--- config.mk ---
export PLATFORM = sky130hd
export DESIGN_NAME = restoring_integer_divider
export DESIGN_NICKNAME = d
export VERILOG_FILES = /design/src/hw/rtl/rid_pkg.sv /design/src/hw/rtl/restoring_integer_divider.sv
export SDC_FILE = /design/constraint.sdc
export NUM_CORES = 1
export LEC_CHECK = 0
export ABC_CLOCK_PERIOD_IN_PS = 7210
export BUFFER_PORTS_ARGS = -buffer_cell sky130_fd_sc_hd__buf_2
export CORE_ASPECT_RATIO = 1.2
export CORE_UTILIZATION = 40
export DETAILED_ROUTE_END_ITERATION = 10
export SLEW_MARGIN = 20
export SYNTH_ARGS = -nofsm -noshare
export SYNTH_HDL_FRONTEND = slang
export SYNTH_SLANG_ARGS = --single-unit
--- constraint.sdc ---
create_clock -name clk_i -period 7.21 [get_ports clk_i]
set_input_delay 0.721 -clock clk_i [delete_from_list [all_inputs] [get_ports clk_i]]
set_output_delay 0.721 -clock clk_i [all_outputs]
set_load 0.02 [all_outputs]
--- src/hw/rtl/rid_pkg.sv ---
`default_nettype none

package rid_pkg;

  // Operation codes carried in the opcode field of a request.
  typedef enum logic [1:0] {
    OP_DIVU32 = 2'd0,
    OP_DIVS32 = 2'd1,
    OP_DIVU64 = 2'd2
  } op_e;

  // Sequencer states.
  typedef enum logic [1:0] {
    ST_IDLE,
    ST_RUN,
    ST_FIN
  } state_e;

  localparam int unsigned DataW = 64;
  localparam int unsigned HalfW = 32;
  localparam int unsigned CntW  = 7;

  typedef struct packed {
    logic [1:0]       opcode;
    logic [DataW-1:0] dividend;
    logic [DataW-1:0] divisor;
  } req_t;

  typedef struct packed {
    logic [DataW-1:0] quotient;
    logic [DataW-1:0] remainder;
  } rsp_t;

endpackage

`default_nettype wire

--- src/hw/rtl/restoring_integer_divider.sv ---
// Sequence: an accepted request moves the sequencer from ST_IDLE to ST_RUN, which produces
// the quotient bits, then to ST_FIN, which writes the output register once it is free;
// an undefined opcode skips ST_RUN. A new request is taken only in ST_IDLE. One shared
// 65-bit subtract and compare produces one quotient bit per cycle. A finished result waits
// in the output register while the next request is taken. Reset (rst_ni, asynchronous,
// active low) empties the output register and returns the sequencer to idle.
`default_nettype none

module restoring_integer_divider
  import rid_pkg::*;
(
  input  wire logic clk_i,
  input  wire logic rst_ni,
  input  wire logic in_valid_i,
  output logic      in_ready_o,
  input  wire req_t in_data_i,
  output logic      out_valid_o,
  input  wire logic out_ready_i,
  output rsp_t      out_data_o
);

  state_e           state_q, state_d;
  logic [CntW-1:0]  cnt_q, cnt_d;
  logic [DataW-1:0] rem_q, rem_d;
  logic [DataW-1:0] nq_q, nq_d;
  logic [DataW-1:0] div_q, div_d;
  logic             signed_q, signed_d;
  logic             negq_q, negq_d;
  logic             negr_q, negr_d;
  logic             out_valid_q, out_valid_d;
  rsp_t             out_q, out_d;

  // Operand decode for the signed mode.
  logic [HalfW-1:0] a_lo, b_lo, mag_a, mag_b;
  logic             sign_a, sign_b;

  assign a_lo   = in_data_i.dividend[HalfW-1:0];
  assign b_lo   = in_data_i.divisor[HalfW-1:0];
  assign sign_a = a_lo[HalfW-1];
  assign sign_b = b_lo[HalfW-1];
  assign mag_a  = sign_a ? (HalfW'(0) - a_lo) : a_lo;
  assign mag_b  = sign_b ? (HalfW'(0) - b_lo) : b_lo;

  // Shared shift-and-subtract step: one quotient bit per cycle.
  logic [DataW:0]   rem_shift;
  logic [DataW+1:0] diff;
  logic             ge;

  assign rem_shift = {rem_q, nq_q[DataW-1]};
  assign diff      = {1'b0, rem_shift} - {2'b00, div_q};
  assign ge        = ~diff[DataW+1];

  // Final sign fix-up for the signed mode.
  logic [HalfW-1:0] q_lo, r_lo, q_fix, r_fix;

  assign q_lo  = nq_q[HalfW-1:0];
  assign r_lo  = rem_q[HalfW-1:0];
  assign q_fix = negq_q ? (HalfW'(0) - q_lo) : q_lo;
  assign r_fix = negr_q ? (HalfW'(0) - r_lo) : r_lo;

  // Registers.
  always_ff @(posedge clk_i or negedge rst_ni) begin
    if (!rst_ni) begin
      state_q     <= ST_IDLE;
      cnt_q       <= '0;
      out_valid_q <= 1'b0;
    end else begin
      state_q     <= state_d;
      cnt_q       <= cnt_d;
      out_valid_q <= out_valid_d;
    end
  end

  always_ff @(posedge clk_i) begin
    rem_q    <= rem_d;
    nq_q     <= nq_d;
    div_q    <= div_d;
    signed_q <= signed_d;
    negq_q   <= negq_d;
    negr_q   <= negr_d;
    out_q    <= out_d;
  end

  // Sequencer and datapath control.
  always_comb begin
    state_d     = state_q;
    cnt_d       = cnt_q;
    rem_d       = rem_q;
    nq_d        = nq_q;
    div_d       = div_q;
    signed_d    = signed_q;
    negq_d      = negq_q;
    negr_d      = negr_q;
    out_d       = out_q;
    out_valid_d = out_valid_q && !out_ready_i;
    in_ready_o  = 1'b0;

    unique case (state_q)
      ST_IDLE: begin
        in_ready_o = 1'b1;
        if (in_valid_i) begin
          rem_d    = '0;
          signed_d = 1'b0;
          negq_d   = 1'b0;
          negr_d   = 1'b0;
          state_d  = ST_RUN;
          if (in_data_i.opcode == OP_DIVU32) begin
            nq_d  = {a_lo, {HalfW{1'b0}}};
            div_d = {{HalfW{1'b0}}, b_lo};
            cnt_d = CntW'(HalfW);
          end else if (in_data_i.opcode == OP_DIVS32) begin
            nq_d     = {mag_a, {HalfW{1'b0}}};
            div_d    = {{HalfW{1'b0}}, mag_b};
            cnt_d    = CntW'(HalfW);
            // A zero divisor leaves the magnitudes unsigned.
            signed_d = (mag_b != '0);
            negq_d   = sign_a ^ sign_b;
            negr_d   = sign_a;
          end else if (in_data_i.opcode == OP_DIVU64) begin
            nq_d  = in_data_i.dividend;
            div_d = in_data_i.divisor;
            cnt_d = CntW'(DataW);
          end else begin
            // Undefined opcode: skip straight to an all-zero result.
            nq_d    = '0;
            state_d = ST_FIN;
          end
        end
      end
      ST_RUN: begin
        rem_d = ge ? diff[DataW-1:0] : rem_shift[DataW-1:0];
        nq_d  = {nq_q[DataW-2:0], ge};
        cnt_d = cnt_q - CntW'(1);
        if (cnt_q == CntW'(1)) begin
          state_d = ST_FIN;
        end
      end
      ST_FIN: begin
        if (!out_valid_q || out_ready_i) begin
          out_valid_d = 1'b1;
          if (signed_q) begin
            out_d.quotient  = {{HalfW{1'b0}}, q_fix};
            out_d.remainder = {{HalfW{1'b0}}, r_fix};
          end else begin
            out_d.quotient  = nq_q;
            out_d.remainder = rem_q;
          end
          state_d = ST_IDLE;
        end
      end
      default: begin
        state_d = ST_IDLE;
      end
    endcase
  end

  assign out_valid_o = out_valid_q;
  assign out_data_o  = out_q;

endmodule

`default_nettype wire

==> results.json, run 1 <==
{
  "status": "completed",
  "wl_met3_mm": 3.28,
  "numClockSinks": 333,
  "p_per_area_nw_per_um2": 447,
  "setup_tns_ns": 0,
  "antenna_found_initial": 2,
  "drt-wirelength-per-cell_um": 19.9,
  "firstDrtPassIters": 5,
  "post-route-period-util_pct": 70.4,
  "clk_latency_ns": 0.58,
  "ys_types": 66,
  "synth_area_um2": 20200,
  "cp-start-kind": "flop",
  "synth-seq-cells": 333,
  "gr-total-overflow": 0,
  "fin_crit_ns": 5.07,
  "path_clk_slew_ns": 0.06,
  "holdBufCountCts": 1,
  "fp-row-count": 89,
  "drtIter0Drc": 884,
  "wl_met2_mm": 28.4,
  "drc_errors": 0,
  "whs_ns": 0.411,
  "chipWidth_um": 207,
  "synth_cells": 2009,
  "gp_congestion": 0.948,
  "cts_buffer_depth": 3,
  "cp.arrival_ns": 5.50,
  "syn_nets": 2214,
  "postCtsSetupBuffers": 0,
  "dpl.hpwl_mm": 41.8,
  "finalInstanceArea_um2": 23400,
  "avgViaCountPerCell": 5.57,
  "postSynthAreaPerCell_um2": 10.1,
  "ys_warn_count": 0,
  "cts_root_buffer": "clkbuf_16",
  "max-vdd-ir-drop_v": 0.000221,
  "grt_max_degree": 105,
  "ys_seq_area_share_pct": 49.2,
  "synthFlopType": "edfxtp_1",
  "nNetsFinal": 2421,
  "totalWireLength_mm": 57.5,
  "track_usage_pct": 22.0,
  "finalSetupViolations": 0,
  "grt_pass1_vias": 15800,
  "tightest_slew_ns": 1.14,
  "pre_cts_ws_ns": 2.19,
  "syn_to_final_growth_pct": 15.6,
  "cp_max_fo": 30,
  "cts_resized": 0,
  "topRoutingLayerUsed": "met5",
  "maxCapViolations": 0,
  "placed_cell_area_um2": 22100,
  "wl_met1_mm": 23.9,
  "drive_above_1_share_pct": 16.0,
  "grt_setup_unrepaired": "no",
  "die-area_um2": 51500,
  "placed_cells": 2812,
  "slew_viol_final": 0,
  "ant_nets": 0,
  "cts_tree": "yes",
  "hold_violations": 0,
  "htreeDepth": 2,
  "p_leak_nw": 9.26,
  "cts_buffers": 38,
  "fp.dieH_um": 248,
  "hp-class": "primary input to flop",
  "stdcell_count": 2882,
  "end_kind": "flop",
  "vias": 16000,
  "portBuffers": 263,
  "synth_edf_count": 323,
  "fmax_mhz": 197,
  "initial_core_util_pct": 40.8,
  "crit_type": "flop to flop",
  "async_reset_ff_share_pct": 3.00,
  "crit_required_ns": 7.63,
  "setup_slack_ns": 2.14,
  "core_area_um2": 49600,
  "grt_pass1_wl_mm": 88.2,
  "ios": 264,
  "slew_headroom_pct": 23.4,
  "finClkSkew_ns": 0.0308
}
[cell type report]
cell class                      count  area, um2
Inverter                          103        387
Clock inverter                     21        302
Sequential cell                   333       9950
Multi-Input combinational cell   1462       9510
Timing Repair Buffer              278       1450
Tap cell                          637        797
Clock buffer                       46        981
Antenna cell                        2       5.00
Fill cell                        4619      26200
[registers in the layout, summed over array words and instances, names as in the netlist, 2 cells and up]
signal,count
state_q,2
nq_q,64
rem_q,64
div_q,64
out_data_o,128
cnt_q,7
[metrics by stage]
step	utilization (%)	power (W)
finish	47.2	0.0104
global route	47.2	0.0111
CTS	47.2	0.0105
detailed placement	44.5	0.00845
global placement	44.5	0.00840
floorplan	-	0.00706
[routing by layer]
| metal | up-vias | track usage, % |
|---|---|---|
| li1 | 7801 | - |
| met1 | 7684 | 26.6 |
| met2 | 449 | 38.6 |
| met3 | 104 | 4.64 |
| met4 | 2 | 8.19 |
| met5 | - | 0 |
[cells in the final DEF, fill, tap and decap left out, types with 69 or more instances in the layout]
| cell | Yosys | routed |
|---|---|---|
| xor2_1 | 69 | 69 |
| o21ai_0 | 85 | 85 |
| a21oi_1 | 186 | 186 |
| buf_2 | 8 | 262 |
| edfxtp_1 | 323 | 323 |
| xnor2_1 | 85 | 85 |
| nand2_1 | 203 | 203 |
| inv_1 | 103 | 103 |
| ha_1 | 70 | 70 |
| nor2b_1 | 77 | 75 |
| nor2_1 | 125 | 123 |
[logic make-up (layout without fill, tap and decap cells)]
group	after synthesis	in the layout	share of synthesized area, %
adders and majority gates	71	71	4.43
and+or+nand+nor	649	649	16.1
DFF	333	333	49.2
muxes	35	35	1.73
buffers and inverters	214	448	4.02
xor gates and xnor gates	154	154	6.67
other	0	2	0
AOI/OAI and AO/OA	553	553	17.9
[cells in the mapped netlist, types with 3 or more instances]
| master | n | area, um2 |
|---|---|---|
| edfxtp_1 | 323 | 9700 |
| nand2_1 | 203 | 762 |
| a21oi_1 | 186 | 931 |
| nor2_1 | 125 | 469 |
| inv_1 | 103 | 387 |
| clkbuf_1 | 101 | 379 |
| o21ai_0 | 85 | 425 |
| xnor2_1 | 85 | 744 |
| nor2b_1 | 77 | 482 |
| ha_1 | 70 | 876 |
| xor2_1 | 69 | 604 |
| and2_1 | 42 | 263 |
| o21a_1 | 39 | 293 |
| a22o_1 | 36 | 315 |
| a21o_1 | 35 | 263 |
| mux2i_1 | 35 | 350 |
| o221ai_1 | 30 | 263 |
| o31ai_1 | 30 | 225 |
| nand4_1 | 28 | 175 |
| nor3_1 | 27 | 135 |
| nor4_1 | 27 | 169 |
| nand3_1 | 25 | 125 |
| nor3b_1 | 20 | 150 |
| o21bai_1 | 19 | 143 |
| or3_1 | 19 | 119 |
| nand2b_1 | 17 | 106 |
| a31oi_1 | 16 | 100 |
| a211oi_1 | 15 | 113 |
| o41ai_1 | 11 | 96.3 |
| or2_2 | 11 | 68.8 |
| dfrtp_1 | 10 | 250 |
| and3_1 | 8 | 50.1 |
| buf_2 | 8 | 40.0 |
| or4_1 | 6 | 45.0 |
| o211ai_1 | 5 | 37.5 |
| o22ai_1 | 5 | 31.3 |
| o31a_1 | 5 | 43.8 |
| a211o_1 | 4 | 35.0 |
| and4_1 | 4 | 35.0 |
| or3_4 | 4 | 45.0 |
| a221oi_1 | 3 | 26.3 |
| a41oi_1 | 3 | 26.3 |
[report_power, final]
part	total, W	switching (W)	internal, W
Clock	0.00203	0.000827	0.00120
Sequential	0.00365	0.000479	0.00317
Combinational	0.00477	0.00306	0.00172
[worst paths after layout]
path | startpoint | end | slack, ns | cells after the start
max | rem_q[7]$_SDFFCE_PN0P_ | rem_q[51]$_SDFFCE_PN0P_ | 2.14 | 12
min | in_data_i[0] | div_q[0]$_DFFE_PP_ | 0.41 | 1
max reg2reg | rem_q[7]$_SDFFCE_PN0P_ | rem_q[51]$_SDFFCE_PN0P_ | 2.14 | 12
min reg2reg | cnt_q[5]$_DFFE_PN0P_ | cnt_q[5]$_DFFE_PN0P_ | 0.53 | 2
max in group asynchronous | rst_ni | cnt_q[4]$_DFFE_PN0P_ | 6.41 | 2
min in group asynchronous | rst_ni | cnt_q[3]$_DFFE_PN0P_ | 0.59 | 2
[critical path: stages, from the launching register on]
cell and delay [ns]:
edfxtp_1 0.50, ha_1 0.44, and3_1 0.23, nand4_1 0.11, a21oi_1 0.35, nor4b_1 0.14, o31ai_1 0.63, nor2_1 0.15
o21bai_1 0.41, a41oi_4 0.48, buf_4 0.43, nor2_1 0.78, a22o_1 0.24
Note: power is estimated with default switching activity, not from simulation.
==> run 2, diff against run 1 <==
Settings changed: ABC_CLOCK_PERIOD_IN_PS 7210 to 4300.
Clock period 7.21 ns to 4.3 ns, I/O delays scaled along.
==> results.json, run 2 (same netlist as run 1, synthesis figures left out) <==
{
  "status": "completed",
  "chipWidth_um": 207,
  "dpl.hpwl_mm": 43.5,
  "fmax_mhz": 258,
  "p_comb_share_pct": 46.6,
  "maxCapViolations": 0,
  "drt-wirelength-per-cell_um": 20.1,
  "portBuffers": 263,
  "placed_cell_area_um2": 22200,
  "p_per_area_nw_per_um2": 746,
  "cts_root_buffer": "clkbuf_16",
  "grt_pass1_wl_mm": 89.2,
  "cts_buffers": 39,
  "cts_buffer_depth": 3,
  "ant_nets": 0,
  "slew_headroom_pct": 22.9,
  "p_leak_nw": 9.32,
  "firstDrtPassIters": 7,
  "setup_tns_ns": 0,
  "crit_required_ns": 4.69,
  "cp.arrival_ns": 4.27,
  "numClockSinks": 333,
  "fin_util_pct": 47.3,
  "syn_to_final_growth_pct": 16.0,
  "fin_crit_ns": 3.87,
  "track_usage_pct": 22.1,
  "clk_latency_ns": 0.57,
  "vias": 16000,
  "cp-start-kind": "flop",
  "finClkSkew_ns": 0.0257,
  "p_switching_w": 0.00736,
  "post-route-period-util_pct": 90.1,
  "slew_viol_final": 0,
  "initial_core_util_pct": 40.8,
  "gr-total-overflow": 0,
  "layout_common_cells": "edfxtp_1, buf_2, nand2_1, a21oi_1, nor2_1",
  "drive_above_1_share_pct": 16.8,
  "die-area_um2": 51500,
  "core_area_um2": 49600,
  "p_clk_share_pct": 18.2,
  "finalPower_w": 0.0175,
  "switching_share_pct": 42.1,
  "crit_type": "flop to flop",
  "cp_max_fo": 7,
  "end_kind": "flop",
  "drtIter0Drc": 1060,
  "avgViaCountPerCell": 5.53,
  "final_common_cell": "edfxtp_1",
  "gp_congestion": 0.946,
  "totalWireLength_mm": 58.4,
  "power_frac_seq_pct": 35.2,
  "cts_tree": "yes",
  "hold_violations": 0,
  "drc_errors": 0,
  "intPower_w": 0.0101,
  "max-vdd-ir-drop_v": 0.000445,
  "path_clk_slew_ns": 0.06,
  "largest_reg_flops": 128,
  "grt_setup_unrepaired": "no",
  "grt_pass1_vias": 15800,
  "postCtsSetupBuffers": 0,
  "htreeDepth": 2,
  "fp.dieH_um": 248,
  "finalInstanceArea_um2": 23500,
  "fp-row-count": 89,
  "ios": 264,
  "whs_ns": 0.146,
  "nNetsFinal": 2438,
  "hp-class": "primary input to flop",
  "finalSetupViolations": 0,
  "antenna_found_initial": 4,
  "tightest_slew_ns": 1.15,
  "grt_max_degree": 130
}
==> run 2: cell count changes in the layout (fill, tap and decap cells not counted), sizes merged <==
| cell | before | now |
|---|---|---|
| bufinv | 6 | 1 |
| clkbuf | 46 | 48 |
| clkinv | 11 | 17 |
| buf | 277 | 293 |
| inv | 107 | 106 |
| diode | 2 | 1 |
| clkinvlp | 0 | 2 |
==> run 2: worst max-delay path: stages, from the launching register on <==
cell and delay, ns:
edfxtp_1 0.48, ha_1 0.49, nand2_1 0.17, a21oi_1 0.23
o21ai_0 0.15, a211o_1 0.37, o31ai_1 0.24, buf_4 0.16
nor2_1 0.06, o21bai_1 0.29, a41oi_4 0.25, buf_4 0.24
or3_1 0.41, a21oi_1 0.16
==> run 2: layer usage <==
metal / routed length [um] / vias up / share of wire, % / global-route usage [%]
met5: 28 / - / 0.048 / 0
met1: 25100 / 7684 / 43 / 27.9
met3: 3440 / 86 / 5.9 / 4.65
met4: 1720 / 4 / 3.0 / 7.73
li1: - / 7839 / - / -
met2: 28000 / 419 / 48 / 37.8
==> run 2: power by group through the flow <==
stage               sequential (W)  combinational, W  clock (W)
floorplan                  0.00631           0.00547          0
global placement           0.00617           0.00807          0
detailed placement         0.00621           0.00813          0
CTS                        0.00615           0.00817    0.00327
global route               0.00628           0.00898    0.00338
finish                     0.00615           0.00816    0.00319
==> run 2: worst paths after layout <==
kind / endpoint / cells after the start / startpoint / slack [ns]
hold / removal: div_q[51]$_SDFFCE_PN0P_ / 2 / in_data_i[51] / 0.15
max in group asynchronous: out_valid_o$_DFF_PN0_ / 2 / rst_ni / 3.80
hold reg to reg: out_data_o[64]$_DFFE_PP_ / 0 / nq_q[0]$_DFFE_PP_ / 0.49
setup / recovery: rem_q[12]$_SDFFCE_PN0P_ / 13 / rem_q[12]$_SDFFCE_PN0P_ / 0.43
setup reg to reg: rem_q[12]$_SDFFCE_PN0P_ / 13 / rem_q[12]$_SDFFCE_PN0P_ / 0.43
min in group asynchronous: cnt_q[6]$_DFFE_PN0P_ / 2 / rst_ni / 0.29
==> run 2: stage by stage <==
step | cells | setup WS [ns]
after floorplan | 2009 | 0.576
after detailed placement | 2828 | 0.129
after CTS | 2900 | 0.0999
final | 2901 | 0.425
after global routing | 2900 | 0.161
after global placement | 2828 | 0.172
==> run 2: layout make-up <==
cell class / instances / area, um2
Multi-Input combinational cell: 1462 / 9520
Timing Repair Buffer: 294 / 1590
Clock inverter: 23 / 163
Inverter: 103 / 387
Sequential cell: 333 / 9950
Tap cell: 637 / 797
Fill cell: 4614 / 26100
Clock buffer: 48 / 1050
Antenna cell: 1 / 2.50
==> run 2: repair_timing <==
action                                 CTS  global route
hold buffers                             1             0
setup endpoints to repair                0            12
endpoints found under the hold margin   10             0
gates resized for setup                  0             2
